## config.mk

```make
export PLATFORM = sky130hd
export DESIGN_NAME = tty_line_discipline_top_flat
export DESIGN_NICKNAME = d
export VERILOG_FILES = /design/src/hw/rtl/tld_pkg.sv /design/src/hw/rtl/tld_if.sv /design/src/hw/rtl/tld_decode.sv /design/src/hw/rtl/tty_line_discipline_top.sv /design/src/flat_wrapper.sv
export SDC_FILE = /design/constraint.sdc
export NUM_CORES = 1
export LEC_CHECK = 0
export BUFFER_PORTS_ARGS = -buffer_cell sky130_fd_sc_hd__buf_2
export CELL_PAD_IN_SITES_DETAIL_PLACEMENT = 0
export CELL_PAD_IN_SITES_GLOBAL_PLACEMENT = 1
export CORE_MARGIN = 2
export CORE_UTILIZATION = 40
export DETAILED_ROUTE_END_ITERATION = 7
export PLACE_DENSITY = 0.64
export SLEW_MARGIN = 20
export SYNTH_ARGS = -nofsm -noshare
export SYNTH_HDL_FRONTEND = slang
export SYNTH_SLANG_ARGS = --single-unit
```

## constraint.sdc

```tcl
create_clock -name clk -period 5.8 [get_ports clk]
set_input_delay 1.16 -clock clk [delete_from_list [all_inputs] [get_ports clk]]
set_output_delay 1.16 -clock clk [all_outputs]
set_load 0.05 [all_outputs]
```

## src/hw/rtl/tld_pkg.sv

```systemverilog
`default_nettype none
package tld_pkg;

  localparam int LINE_MAX_DEF = 32;
  localparam int CFG_W        = 32;
  localparam int CFG_IDX_W    = 3;

  // configuration register indexes
  localparam logic [CFG_IDX_W-1:0] REG_INPUT_FLAGS  = 3'd0;
  localparam logic [CFG_IDX_W-1:0] REG_OUTPUT_FLAGS = 3'd1;
  localparam logic [CFG_IDX_W-1:0] REG_LOCAL_FLAGS  = 3'd2;
  localparam logic [CFG_IDX_W-1:0] REG_SIGNAL_CHARS = 3'd3;
  localparam logic [CFG_IDX_W-1:0] REG_EDIT_CHARS   = 3'd4;

  localparam logic [3:0]  INPUT_FLAGS_RST  = 4'd4;
  localparam logic [2:0]  OUTPUT_FLAGS_RST = 3'd5;
  localparam logic [6:0]  LOCAL_FLAGS_RST  = 7'd95;
  localparam logic [23:0] SIGNAL_CHARS_RST = 24'h1A1C03;
  localparam logic [31:0] EDIT_CHARS_RST   = 32'h15177F04;

  // result kinds
  localparam logic [2:0] KIND_TX     = 3'd0;
  localparam logic [2:0] KIND_RUBOUT = 3'd1;
  localparam logic [2:0] KIND_LINE   = 3'd2;
  localparam logic [2:0] KIND_SIGNAL = 3'd3;
  localparam logic [2:0] KIND_CLOSED = 3'd4;

  localparam logic [7:0] CH_CR    = 8'h0D;
  localparam logic [7:0] CH_LF    = 8'h0A;
  localparam logic [7:0] CH_SPACE = 8'h20;
  localparam logic [7:0] CH_CARET = 8'h5E;
  localparam logic [7:0] CH_AT    = 8'h40;

  // decoded actions for one item
  localparam logic [3:0] ACT_TX     = 4'd0;
  localparam logic [3:0] ACT_SIG    = 4'd1;
  localparam logic [3:0] ACT_CLOSE  = 4'd2;
  localparam logic [3:0] ACT_DROP   = 4'd3;
  localparam logic [3:0] ACT_ERASE  = 4'd4;
  localparam logic [3:0] ACT_WERASE = 4'd5;
  localparam logic [3:0] ACT_KILL   = 4'd6;
  localparam logic [3:0] ACT_CHAR   = 4'd7;
  localparam logic [3:0] ACT_NL     = 4'd8;

  typedef struct packed {
    logic [3:0] act;
    logic [7:0] chr;
    logic [1:0] code;
  } tld_act_t;

  typedef struct packed {
    logic [3:0]  input_flags;
    logic [6:0]  local_flags;
    logic [23:0] signal_chars;
    logic [31:0] edit_chars;
  } tld_cfg_t;

endpackage
`default_nettype wire

```

## src/hw/rtl/tld_if.sv

```systemverilog
`default_nettype none
interface tld_in_if;
  logic       valid;
  logic       ready;
  logic       func;
  logic [7:0] data_byte;
  modport source (output valid, output func, output data_byte, input ready);
  modport sink (input valid, input func, input data_byte, output ready);
endinterface

interface tld_out_if;
  logic       valid;
  logic       ready;
  logic [2:0] kind;
  logic [7:0] value;
  logic       last;
  modport source (output valid, output kind, output value, output last, input ready);
  modport sink (input valid, input kind, input value, input last, output ready);
endinterface
`default_nettype wire

```

## src/hw/rtl/tld_decode.sv

```systemverilog
`default_nettype none
module tld_decode (
  input  wire logic            func,
  input  wire logic [7:0]      data_byte,
  input  wire logic            len_zero,
  input  wire tld_pkg::tld_cfg_t cfg,
  output tld_pkg::tld_act_t    act
);
  import tld_pkg::*;

  logic       isig, canon;
  logic [7:0] b1, b2, b3, b4;

  always_comb begin
    isig = cfg.local_flags[0];
    canon = cfg.local_flags[1];
    act = '{act: ACT_DROP, chr: data_byte, code: 2'd0};
    b1 = data_byte;
    if (canon && data_byte == cfg.edit_chars[7:0] && !len_zero) b1 = CH_CR;
    b2 = (cfg.input_flags[0] && b1 == CH_LF) ? CH_CR : b1;
    b3 = (cfg.input_flags[2] && b2 == CH_CR) ? CH_LF : b2;
    b4 = (cfg.input_flags[3] && b3 >= 8'h41 && b3 <= 8'h5A) ? b3 + 8'h20 : b3;
    if (func) begin
      act.act = ACT_TX;
    end else if (isig && data_byte == cfg.signal_chars[7:0]) begin
      act.act = ACT_SIG;
      act.code = 2'd0;
    end else if (isig && data_byte == cfg.signal_chars[15:8]) begin
      act.act = ACT_SIG;
      act.code = 2'd1;
    end else if (canon && data_byte == cfg.edit_chars[7:0] && len_zero) begin
      act.act = ACT_CLOSE;
    end else if (isig && b1 == cfg.signal_chars[23:16]) begin
      act.act = ACT_SIG;
      act.code = 2'd2;
      act.chr = b1;
    end else if (cfg.input_flags[1] && b2 == CH_CR) begin
      act.act = ACT_DROP;
    end else if (canon && cfg.local_flags[3] && b3 == cfg.edit_chars[15:8]) begin
      act.act = ACT_ERASE;
    end else if (canon && b3 == cfg.edit_chars[23:16]) begin
      act.act = ACT_WERASE;
    end else if (canon && cfg.local_flags[4] && b3 == cfg.edit_chars[31:24]) begin
      act.act = ACT_KILL;
    end else if (b4 == CH_LF) begin
      act.act = ACT_NL;
      act.chr = CH_LF;
    end else begin
      act.act = ACT_CHAR;
      act.chr = b4;
    end
  end
endmodule
`default_nettype wire

```

## src/hw/rtl/tty_line_discipline_top.sv

```systemverilog
`default_nettype none
// An accepted item goes through decode, generate and stage to its first result on out_ch;
// echo and signal results then follow at about one result per cycle while out_ch is not
// stalled, each delivered line byte takes a read and an emit state (line store read port),
// and word erase scans the store one byte at a time in a read and a check state. One item at
// a time: the next is taken in the cycle after its last result enters the output register.
// Reset (rst_n low, synchronous): registers to defaults, line empty, no result pending.
module tty_line_discipline_top #(
  parameter int LINE_MAX = tld_pkg::LINE_MAX_DEF
) (
  input  wire logic                        clk,
  input  wire logic                        rst_n,
  tld_in_if.sink                           in_ch,
  tld_out_if.source                        out_ch,
  input  wire logic                        cfg_we,
  input  wire logic [tld_pkg::CFG_IDX_W-1:0] cfg_index,
  input  wire logic [tld_pkg::CFG_W-1:0]   cfg_data
);
  import tld_pkg::*;

  localparam int AW = $clog2(LINE_MAX);
  localparam int LW = $clog2(LINE_MAX + 1);
  localparam logic [LW-1:0] LEN_FULL = LW'(LINE_MAX - 1);

  localparam logic [3:0] S_IDLE = 4'd0;
  localparam logic [3:0] S_DEC  = 4'd1;
  localparam logic [3:0] S_SIG0 = 4'd2;
  localparam logic [3:0] S_SIG1 = 4'd3;
  localparam logic [3:0] S_SIG2 = 4'd4;
  localparam logic [3:0] S_ECHO = 4'd5;
  localparam logic [3:0] S_ONE  = 4'd6;
  localparam logic [3:0] S_D_RD = 4'd7;
  localparam logic [3:0] S_D_EM = 4'd8;
  localparam logic [3:0] S_W_RD = 4'd9;
  localparam logic [3:0] S_W_CK = 4'd10;
  localparam logic [3:0] S_DONE = 4'd11;

  logic [3:0]  input_flags_r;
  logic [2:0]  output_flags_r;
  logic [6:0]  local_flags_r;
  logic [23:0] signal_chars_r;
  logic [31:0] edit_chars_r;
  tld_cfg_t    cfg;

  logic [3:0]    st_r;
  logic          func_r;
  logic [7:0]    byte_r;
  logic [LW-1:0] len_r;
  logic [LW-1:0] idx_r;
  logic [LW-1:0] n_r;
  logic [7:0]    x_r;
  logic [7:0]    ch_r;
  logic          deliv_r;
  logic          xcr_r;
  logic [2:0]    one_kind_r;
  logic [7:0]    one_val_r;
  logic          one_deliv_r;

  logic          pend_v_r;
  logic [2:0]    pend_kind_r;
  logic [7:0]    pend_val_r;
  logic          out_v_r;
  logic [2:0]    out_kind_r;
  logic [7:0]    out_val_r;
  logic          out_last_r;

  logic [7:0]    mem [LINE_MAX];
  logic [7:0]    rd_q;
  logic [AW-1:0] raddr;
  logic          we;
  logic [AW-1:0] waddr;
  logic [7:0]    wdata;

  tld_act_t      act;
  logic          out_free, slot_ok, g_req, g_fire;
  logic [2:0]    g_kind;
  logic [7:0]    g_val;
  logic [7:0]    xsrc, xpb;
  logic          xcrlf, xdone;
  logic [LW-1:0] len_m1;

  assign cfg = '{input_flags: input_flags_r, local_flags: local_flags_r,
                 signal_chars: signal_chars_r, edit_chars: edit_chars_r};

  tld_decode u_dec (
    .func      (func_r),
    .data_byte (byte_r),
    .len_zero  (len_r == '0),
    .cfg       (cfg),
    .act       (act)
  );

  assign in_ch.ready  = (st_r == S_IDLE);
  assign out_ch.valid = out_v_r;
  assign out_ch.kind  = out_kind_r;
  assign out_ch.value = out_val_r;
  assign out_ch.last  = out_last_r;

  assign len_m1   = len_r - LW'(1);
  assign out_free = !out_v_r || out_ch.ready;
  assign slot_ok  = !pend_v_r || out_free;
  assign g_fire   = g_req && slot_ok;

  // transmit post-processing
  always_comb begin
    case (st_r)
      S_SIG0:  xsrc = CH_CARET;
      S_SIG1:  xsrc = CH_AT + ch_r;
      S_SIG2:  xsrc = CH_LF;
      default: xsrc = x_r;
    endcase
    xpb = xsrc;
    if (output_flags_r[0] && output_flags_r[1] && xsrc >= 8'h61 && xsrc <= 8'h7A)
      xpb = xsrc - 8'h20;
    xcrlf = output_flags_r[0] && output_flags_r[2] && xpb == CH_LF && !xcr_r;
    xdone = g_fire && !xcrlf;
  end

  always_comb begin
    g_req = 1'b0;
    g_kind = KIND_TX;
    g_val = xpb;
    case (st_r)
      S_SIG0, S_SIG1, S_SIG2, S_ECHO: begin
        g_req = 1'b1;
        g_val = xcrlf ? CH_CR : xpb;
      end
      S_ONE: begin
        g_req = 1'b1;
        g_kind = one_kind_r;
        g_val = one_val_r;
      end
      S_D_EM: begin
        g_req = 1'b1;
        g_kind = KIND_LINE;
        g_val = rd_q;
      end
      default: g_req = 1'b0;
    endcase
  end

  // line store write at decode
  always_comb begin
    we = 1'b0;
    waddr = len_r[AW-1:0];
    wdata = act.chr;
    if (st_r == S_DEC) begin
      case (act.act)
        ACT_CLOSE: begin
          we = 1'b1;
          waddr = '0;
          wdata = CH_LF;
        end
        ACT_CHAR: we = (len_r < LEN_FULL);
        ACT_NL:   we = 1'b1;
        default:  we = 1'b0;
      endcase
    end
    raddr = (st_r == S_W_RD) ? len_m1[AW-1:0] : idx_r[AW-1:0];
  end

  always_ff @(posedge clk) begin
    if (we) mem[waddr] <= wdata;
    rd_q <= mem[raddr];
  end

  always_ff @(posedge clk) begin
    if (!rst_n) begin
      input_flags_r  <= INPUT_FLAGS_RST;
      output_flags_r <= OUTPUT_FLAGS_RST;
      local_flags_r  <= LOCAL_FLAGS_RST;
      signal_chars_r <= SIGNAL_CHARS_RST;
      edit_chars_r   <= EDIT_CHARS_RST;
    end else if (cfg_we) begin
      case (cfg_index)
        REG_INPUT_FLAGS:  input_flags_r  <= cfg_data[3:0];
        REG_OUTPUT_FLAGS: output_flags_r <= cfg_data[2:0];
        REG_LOCAL_FLAGS:  local_flags_r  <= cfg_data[6:0];
        REG_SIGNAL_CHARS: signal_chars_r <= cfg_data[23:0];
        REG_EDIT_CHARS:   edit_chars_r   <= cfg_data[31:0];
        default: ;
      endcase
    end
  end

  // result staging: the held result goes out once the next one or the end is known
  always_ff @(posedge clk) begin
    if (!rst_n) begin
      out_v_r  <= 1'b0;
      pend_v_r <= 1'b0;
    end else begin
      if (out_v_r && out_ch.ready) out_v_r <= 1'b0;
      if (g_fire) begin
        if (pend_v_r) begin
          out_v_r    <= 1'b1;
          out_kind_r <= pend_kind_r;
          out_val_r  <= pend_val_r;
          out_last_r <= 1'b0;
        end
        pend_v_r    <= 1'b1;
        pend_kind_r <= g_kind;
        pend_val_r  <= g_val;
      end else if (st_r == S_DONE && pend_v_r && out_free) begin
        out_v_r    <= 1'b1;
        out_kind_r <= pend_kind_r;
        out_val_r  <= pend_val_r;
        out_last_r <= 1'b1;
        pend_v_r   <= 1'b0;
      end
    end
  end

  always_ff @(posedge clk) begin
    if (!rst_n) begin
      st_r  <= S_IDLE;
      len_r <= '0;
      xcr_r <= 1'b0;
    end else begin
      case (st_r)
        S_IDLE: begin
          if (in_ch.valid) begin
            func_r <= in_ch.func;
            byte_r <= in_ch.data_byte;
            st_r   <= S_DEC;
          end
        end
        S_DEC: begin
          idx_r <= '0;
          case (act.act)
            ACT_TX: begin
              x_r <= act.chr;
              deliv_r <= 1'b0;
              st_r <= S_ECHO;
            end
            ACT_SIG: begin
              ch_r <= act.chr;
              one_kind_r <= KIND_SIGNAL;
              one_val_r <= {6'd0, act.code};
              one_deliv_r <= 1'b0;
              st_r <= local_flags_r[6] ? S_SIG0 : S_ONE;
            end
            ACT_CLOSE: begin
              len_r <= LW'(1);
              one_kind_r <= KIND_CLOSED;
              one_val_r <= 8'd0;
              one_deliv_r <= 1'b1;
              st_r <= S_ONE;
            end
            ACT_ERASE: begin
              if (len_r != '0) begin
                len_r <= len_m1;
                one_kind_r <= KIND_RUBOUT;
                one_val_r <= 8'd1;
                one_deliv_r <= 1'b0;
                st_r <= S_ONE;
              end else begin
                st_r <= S_DONE;
              end
            end
            ACT_WERASE: begin
              n_r <= '0;
              st_r <= S_W_RD;
            end
            ACT_KILL: begin
              if (len_r != '0) begin
                len_r <= '0;
                one_kind_r <= KIND_RUBOUT;
                one_val_r <= 8'(len_r);
                one_deliv_r <= 1'b0;
                st_r <= S_ONE;
              end else begin
                st_r <= S_DONE;
              end
            end
            ACT_CHAR: begin
              if (len_r >= LEN_FULL) begin
                st_r <= local_flags_r[1] ? S_DONE : S_D_RD;
              end else begin
                len_r <= len_r + LW'(1);
                if (local_flags_r[1] && local_flags_r[2]) begin
                  x_r <= act.chr;
                  deliv_r <= 1'b0;
                  st_r <= S_ECHO;
                end else begin
                  st_r <= local_flags_r[1] ? S_DONE : S_D_RD;
                end
              end
            end
            ACT_NL: begin
              len_r <= len_r + LW'(1);
              if (local_flags_r[1] && (local_flags_r[2] || local_flags_r[5])) begin
                x_r <= CH_LF;
                deliv_r <= 1'b1;
                st_r <= S_ECHO;
              end else begin
                st_r <= S_D_RD;
              end
            end
            default: st_r <= S_DONE;
          endcase
        end
        S_SIG0, S_SIG1, S_SIG2, S_ECHO: begin
          if (g_fire) xcr_r <= xcrlf;
          if (xdone) begin
            case (st_r)
              S_SIG0:  st_r <= S_SIG1;
              S_SIG1:  st_r <= S_SIG2;
              S_SIG2:  st_r <= S_ONE;
              default: st_r <= deliv_r ? S_D_RD : S_DONE;
            endcase
          end
        end
        S_ONE: begin
          if (g_fire) st_r <= one_deliv_r ? S_D_RD : S_DONE;
        end
        S_D_RD: st_r <= S_D_EM;
        S_D_EM: begin
          if (g_fire) begin
            if (idx_r + LW'(1) == len_r) begin
              len_r <= '0;
              st_r <= S_DONE;
            end else begin
              idx_r <= idx_r + LW'(1);
              st_r <= S_D_RD;
            end
          end
        end
        S_W_RD: begin
          if (len_r == '0) begin
            one_kind_r <= KIND_RUBOUT;
            one_val_r <= 8'(n_r);
            one_deliv_r <= 1'b0;
            st_r <= (n_r != '0) ? S_ONE : S_DONE;
          end else begin
            len_r <= len_m1;
            n_r <= n_r + LW'(1);
            st_r <= S_W_CK;
          end
        end
        S_W_CK: begin
          if (rd_q == CH_SPACE) begin
            one_kind_r <= KIND_RUBOUT;
            one_val_r <= 8'(n_r);
            one_deliv_r <= 1'b0;
            st_r <= S_ONE;
          end else begin
            st_r <= S_W_RD;
          end
        end
        S_DONE: begin
          if (!pend_v_r || out_free) st_r <= S_IDLE;
        end
        default: st_r <= S_IDLE;
      endcase
    end
  end

endmodule
`default_nettype wire
```

## src/flat_wrapper.sv

```systemverilog
// flat-port wrapper written by rule: the top's interface ports become plain ports
module tty_line_discipline_top_flat import tld_pkg::*;
#(
  parameter int LINE_MAX = tld_pkg::LINE_MAX_DEF
)
  (clk, rst_n, cfg_we, cfg_index, cfg_data, in_ch_valid, in_ch_func, in_ch_data_byte, in_ch_ready, out_ch_valid, out_ch_kind, out_ch_value, out_ch_last, out_ch_ready);
  tld_in_if in_ch_i ();
  tld_out_if out_ch_i ();
  input  wire logic clk;
  input  wire logic rst_n;
  input  wire logic cfg_we;
  input  wire logic [tld_pkg::CFG_IDX_W-1:0] cfg_index;
  input  wire logic [tld_pkg::CFG_W-1:0] cfg_data;
  input wire logic [$bits(in_ch_i.valid)-1:0] in_ch_valid;
  input wire logic [$bits(in_ch_i.func)-1:0] in_ch_func;
  input wire logic [$bits(in_ch_i.data_byte)-1:0] in_ch_data_byte;
  output wire logic [$bits(in_ch_i.ready)-1:0] in_ch_ready;
  output wire logic [$bits(out_ch_i.valid)-1:0] out_ch_valid;
  output wire logic [$bits(out_ch_i.kind)-1:0] out_ch_kind;
  output wire logic [$bits(out_ch_i.value)-1:0] out_ch_value;
  output wire logic [$bits(out_ch_i.last)-1:0] out_ch_last;
  input wire logic [$bits(out_ch_i.ready)-1:0] out_ch_ready;
  assign in_ch_i.valid = in_ch_valid;
  assign in_ch_i.func = in_ch_func;
  assign in_ch_i.data_byte = in_ch_data_byte;
  assign in_ch_ready = in_ch_i.ready;
  assign out_ch_valid = out_ch_i.valid;
  assign out_ch_kind = out_ch_i.kind;
  assign out_ch_value = out_ch_i.value;
  assign out_ch_last = out_ch_i.last;
  assign out_ch_i.ready = out_ch_ready;
  tty_line_discipline_top #(.LINE_MAX(LINE_MAX)) u_core (.clk(clk), .rst_n(rst_n), .in_ch(in_ch_i), .out_ch(out_ch_i), .cfg_we(cfg_we), .cfg_index(cfg_index), .cfg_data(cfg_data));
endmodule
```

==> metrics, run 1 <==
die width between 200 and 250 µm; CTS Hold Bufs 0; I/O pin cnt 63; reg2reg setup slack ~0.39 ns; hold path cells 0; max_cap viols 0; DP HPWL ~36000 µm; largest net degree at the start of global routing 65; RSZ-0062 raised after global routing no; antenna violations before repair 0; Crit Path Class reg2reg; Post-Route Skew 0.0337 ns; Hold Vio Cnt, Final 0; vias per cell 5.67; min-delay src u_core.pend_val_r[6]; WHS Endpoint u_core.out_ch.value[6]; placer congestion estimate ~0.84; Placed Instances around 2100; placed cell area 20100 µm²; worst reg2reg startpoint u_core.byte_r[6]; PortBufs between 60 and 70; commonest non-fill, non-tap cell in the layout edfxtp_1; Post-synth EDFFs 327; WP data arrival around 5.6 ns; Post-CTS Setup Inserts 0; Final setup violation count 0; clock tree buffer depth 3; clock transition at the registers of the reported paths about 0.060 ns; PwrDens approximately 400 nW/µm²; Tmin final approximately 5.4 ns; max-slew violation count 0; post_cts resized 0; die area roughly 50000 µm²; DRC 0; crit start category flip-flop; Remaining Overflow, GRT 0; post-synth top area cell edfxtp_1; Clock Latency Late Sink 0.60 ns; vias in the first global route roughly 13000; CP max FO 13; DR vias around 12000; FMAX 185 MHz; syn nets ~1600; Synth cell types between 80 and 90; Worst slew margin 0.319; DR WL/cell around 24 µm; Worst-Margin Slew between 1 and 1.5 ns; Max VDD drop ~0.00021 V; synthesized flop and latch total 418; P_leak about 0.0074 µW; CTS Buf Count 45; reg2reg path depth 12; CTS sink cnt 418; most frequent cells in the layout edfxtp_1, nand2_1, nor2_1, dfxtp_1, a21oi_1; syn avg cell area between 10 and 15 µm²; R2R Path End u_core.mem[14][5]; Setup crit end kind flip-flop; status complete, no violations; Final period util 0.932; Die Span Y 222 µm; FP Rows 79; dominant synthesized flop cell edfxtp_1; final instance area 21600 µm²; fin cells ~2200; Post-Syn Instances 1494; number of DRC markers in iteration 0 1205; sequential area share after synthesis 0.612; CTS tree yes; synthesized area around 19000 µm²; first-pass GRT wire length ~80000 µm; effective utilization at floorplan 0.407; Total Routed Length around 52000 µm; Crit path required time roughly 6 ns; area delta synth->final 13.5%; setup tns final 0 ns; hold_ws between 0.4 and 0.5 ns; share of Yosys cell area claimed by the top area cell type 0.516; Root Buffer clkbuf_16; Synth Warn # 0; pre-CTS WS 0.428 ns; fin worst setup slack 0.393 ns; Routed Antenna Nets 0; CORE AREA roughly 47000 µm²; Hold WC Path Type reg2reg; Initial DRT Pass Iterations 5; All-Layer GR Usage 0.214; post-synthesis async set-or-reset flop share 0; htree depth 2; dominant cells by area after synthesis edfxtp_1, dfxtp_1, mux4_2; fin nets 1618; share of layout cells above drive strength 1 0.181
==> area by class of cell <==
type	count	area [µm²]
Fill cell	4285	25200
Sequential cell	418	11600
Multi-Input combinational cell	968	6980
Clock buffer	56	1200
Tap cell	607	759
Timing Repair Buffer	102	636
Clock inverter	24	275
Inverter	26	97.6
Antenna cell	1	2.50
==> synth_stat cells (8+ instances only) <==
cell type / count
xnor2_1: 36
nor3_1: 26
clkbuf_1: 47
o21ai_0: 34
and2_1: 16
a21o_1: 8
and3_1: 12
inv_1: 24
a22oi_1: 13
nand3_1: 56
o21a_1: 9
nand2_1: 198
mux2i_1: 33
mux2_2: 17
a31oi_1: 9
a21oi_1: 85
dfxtp_1: 91
ha_1: 8
nor2b_1: 17
nor2_1: 111
nand2b_1: 14
o211ai_1: 22
o22ai_1: 10
nand4_1: 11
edfxtp_1: 327
mux4_2: 64
buf_2: 14
xor2_1: 25
buf_1: 13
==> per-stage QoR <==
step / total power [µW] / util
detailed placement: 5740 / 0.430
finish: 8540 / 0.462
floorplan: 5060 / -
CTS: 8600 / 0.462
global placement: 5740 / 0.430
global route: 8900 / 0.462
==> how the worst max path moves through the flow <==
stage | start | end | slack [ns] | depth (start not counted)
3_5_place_dp | u_core.byte_r[6] | u_core.mem[10][1] | 0.43 | 12
6_report | u_core.byte_r[6] | u_core.mem[14][5] | 0.39 | 12
5_1_grt | u_core.byte_r[5] | u_core.mem[25][5] | 0.0005 | 12
2_1_floorplan | u_core.len_r[0] | u_core.one_val_r[0] | 1.39 | 16
3_3_place_gp | u_core.byte_r[6] | u_core.mem[17][4] | 0.51 | 12
4_1_cts | u_core.byte_r[6] | u_core.mem[17][4] | 0.38 | 12
==> where the power goes <==
part | switching [µW] | leakage [µW] | internal, µW | total (µW)
Sequential | 160 | 0.00370 | 3530 | 3690
Combinational | 1270 | 0.00297 | 721 | 1990
Clock | 1200 | 0.000706 | 1660 | 2860
Total | 2630 | 0.00738 | 5900 | 8540
==> worst max-delay path, cell delays in order, from the launching register on <==
cell       delay (ns)
edfxtp_1         0.76
xnor2_1          0.22
nand3_2          0.19
nor4_4           0.70
o311ai_0         0.28
a211oi_2         0.41
a32oi_2          0.24
a31o_2           0.33
a2111oi_4        0.36
a21oi_1          0.18
nor3_2           0.30
nand3_2          0.38
nor2_1           0.68
==> registers in the layout (all words and copies together) (netlist names), 3 cells and up <==
| register | flops |
|---|---|
| u_core.output_flags_r | 3 |
| u_core.out_ch.kind | 3 |
| u_core.ch_r | 8 |
| u_core.mem | 256 |
| u_core.signal_chars_r | 24 |
| u_core.x_r | 8 |
| u_core.len_r | 6 |
| u_core.input_flags_r | 4 |
| u_core.one_kind_r | 3 |
| u_core.idx_r | 6 |
| u_core.st_r | 4 |
| u_core.byte_r | 8 |
| u_core.pend_kind_r | 3 |
| u_core.one_val_r | 6 |
| u_core.out_ch.value | 8 |
| u_core.n_r | 6 |
| u_core.local_flags_r | 7 |
| u_core.pend_val_r | 8 |
| u_core.rd_q | 8 |
| u_core.edit_chars_r | 32 |
==> routing by layer <==
layer  global-route usage  share of wire  up-vias
li1                     -              -     5784
met1                0.308           0.47     6288
met2                0.341           0.47      367
met3               0.0305          0.047       56
met4               0.0543          0.018        0
met5                    0              0        -
==> cell families after synthesis <==
family / share of synthesized area
compound gates: 0.0956
xor+xnor: 0.0289
fa+ha+maj: 0.00526
buf+inv: 0.0244
flops: 0.612
mux: 0.103
simple gates: 0.131
No activity file was read; power rests on OpenSTA's default activity.
==> run 2: changes to the inputs <==
--- a/config.mk
+++ b/config.mk
@@ -8,10 +8,10 @@
 export BUFFER_PORTS_ARGS = -buffer_cell sky130_fd_sc_hd__buf_2
 export CELL_PAD_IN_SITES_DETAIL_PLACEMENT = 0
 export CELL_PAD_IN_SITES_GLOBAL_PLACEMENT = 1
-export CORE_MARGIN = 2
+export CORE_MARGIN = 10
 export CORE_UTILIZATION = 40
 export DETAILED_ROUTE_END_ITERATION = 7
-export PLACE_DENSITY = 0.64
+export PLACE_DENSITY_LB_ADDON = 0.1
 export SLEW_MARGIN = 20
 export SYNTH_ARGS = -nofsm -noshare
 export SYNTH_HDL_FRONTEND = slang
==> metrics, run 2 (synthesis gave the netlist of run 1 again) <==
status complete, no violations (unchanged); DP HPWL 36500 µm (was 35800 µm); top sig layer met4 (unchanged); Worst-Margin Slew 1.05 ns (was 1.02 ns); placer congestion estimate 0.871 (was 0.838); first-pass GRT wire length 79500 µm (was 79800 µm); die width 238 µm (was 222 µm); FMAX 187 MHz (was 185 MHz); CORE AREA 46800 µm² (unchanged); post_cts resized 0 (unchanged); WL met3 2630 µm (was 2450 µm); critical path's largest stage delay 0.63 ns (was 0.76 ns); Root Buffer clkbuf_16 (unchanged); Post-CTS Setup Inserts 0 (unchanged); hold_ws 0.423 ns (was 0.417 ns); antenna violations before repair 2 (was 0); area delta synth->final 13.9% (was 13.5%); max FFs per register 256 (unchanged); Cell Chain, Critical Path inv_1 > ha_1 > and3_1 > nor4_4 > o311ai_0 > a211oi_2 > a32oi_2 > a31o_2 > a2111oi_4 > a21oi_1 > nor3_2 > nand3_2 > nor2_1 (was xnor2_1 > nand3_2 > nor4_4 > o311ai_0 > a211oi_2 > a32oi_2 > a31o_2 > a2111oi_4 > a21oi_1 > nor3_2 > nand3_2 > nor2_1); vias in the first global route 12514 (was 12575); most frequent cells in the layout edfxtp_1, nand2_1, nor2_1, dfxtp_1, a21oi_1 (unchanged); number of DRC markers in iteration 0 1049 (was 1205); Overall Power 8410 µW (was 8540 µW); Max VDD drop 0.000225 V (was 0.000212 V); met1 WL 24800 µm (was 24500 µm); DR vias 12504 (was 12495); Crit path required time 6.02 ns (was 6.01 ns); Worst Path Buf+Inv 1 (was 0); DR WL/cell 23.5 µm (was 23.8 µm); Tmin final 5.35 ns (was 5.41 ns); P_leak 0.00746 µW (was 0.00738 µW); I/O pin cnt 63 (unchanged); die area 56700 µm² (was 49300 µm²); fillers 4281 (was 4285); cell family with most CP delay simple AND/OR/NAND/NOR gates (unchanged); max_cap viols 0 (unchanged); effective utilization at floorplan 0.407 (unchanged); max-slew violation count 0 (unchanged); critical path's slowest cell nor4_4 (was edfxtp_1); largest net degree at the start of global routing 65 (unchanged); fin nets 1641 (was 1618); Largest regs u_core.mem (256), u_core.edit_chars_r (32), u_core.signal_chars_r (24) (unchanged); Setup crit end kind flip-flop (unchanged); Routed Antenna Nets 0 (unchanged); commonest non-fill, non-tap cell in the layout edfxtp_1 (unchanged); crit start category flip-flop (unchanged); Top reg by flops u_core.mem (unchanged); PortBufs 62 (unchanged); WP data arrival 5.57 ns (was 5.62 ns); CTS tree yes (unchanged); Initial DRT Pass Iterations 5 (unchanged); All-Layer GR Usage 0.185 (was 0.214); Crit Path Class reg2reg (unchanged); RSZ-0062 raised after global routing no (unchanged); Hold WC Path Type reg2reg (unchanged); fin util 0.463 (was 0.462); Final setup violation count 0 (unchanged); clock tree buffer depth 3 (unchanged); Final period util 0.923 (was 0.932); share of layout cells above drive strength 1 0.192 (was 0.181); Worst slew margin 0.295 (was 0.319); Hold Vio Cnt, Final 0 (unchanged); htree depth 2 (unchanged); Clock Latency Late Sink 0.58 ns (was 0.60 ns); Post-Route Skew 0.0221 ns (was 0.0337 ns); DRC 0 (unchanged); clock transition at the registers of the reported paths 0.06 ns (about the same); setup tns final 0 ns (unchanged); FP Rows 79 (unchanged); CP max FO 12 (was 13); PwrDens 388 nW/µm² (was 395 nW/µm²); met2 WL 23800 µm (was 24600 µm); CTS sink cnt 418 (unchanged); vias per cell 5.62 (was 5.67); Total Routed Length 52400 µm (about the same); CTS Hold Bufs 0 (unchanged); CTS Buf Count 45 (unchanged); reg2reg setup slack 0.45 ns (was 0.39 ns); Die Span Y 238 µm (was 222 µm); Remaining Overflow, GRT 0 (unchanged)
## run 2: worst paths after layout
| path | endpoint | startpoint | depth (start not counted) |
|---|---|---|---|
| setup reg to reg | u_core.mem[13][4] | u_core.len_r[0] | 13 |
| hold / removal | u_core.out_ch.kind[0] | u_core.pend_kind_r[0] | 0 |
| hold reg to reg | u_core.out_ch.kind[0] | u_core.pend_kind_r[0] | 0 |
| setup / recovery | u_core.mem[13][4] | u_core.len_r[0] | 13 |
## run 2: worst register-to-register path: stages (launching register included)
cell	delay, ns
dfxtp_1	0.62
inv_1	0.23
ha_1	0.29
and3_1	0.25
nor4_4	0.63
o311ai_0	0.30
a211oi_2	0.45
a32oi_2	0.25
a31o_2	0.33
a2111oi_4	0.23
a21oi_1	0.18
nor3_2	0.29
nand3_2	0.32
nor2_1	0.63
## run 2: cell type report
cell class | count | area [µm²] | share of cell area
Tap cell | 607 | 759 | 0.0351
Inverter | 26 | 97.6 | 0.00451
Clock buffer | 56 | 1180 | 0.0544
Multi-Input combinational cell | 968 | 6980 | 0.322
Sequential cell | 418 | 11600 | 0.537
Antenna cell | 2 | 5.00 | 0.000231
Clock inverter | 22 | 191 | 0.00884
Timing Repair Buffer | 125 | 808 | 0.0373
## run 2: power by group
part           switching [µW]  total (µW)  internal (µW)
combinational            1280        2010            736
clock                    1170        2700           1540
sequential                164        3690           3530
## run 2: metrics by stage
step                      setup WS, ns  instances  area, µm²
after floorplan                   1.39       1494      19000
after global placement           0.406       2144      20300
after detailed placement         0.524       2144      20300
after CTS                        0.477       2222      21700
after global routing            0.0437       2222      21700
final                            0.447       2224      21700
## run 2: per-layer routing
layer	global-route usage	vias to the layer above
li1	-	5827
met1	0.263	6273
met2	0.287	335
met3	0.0308	69
met4	0.0489	0
met5	0	-
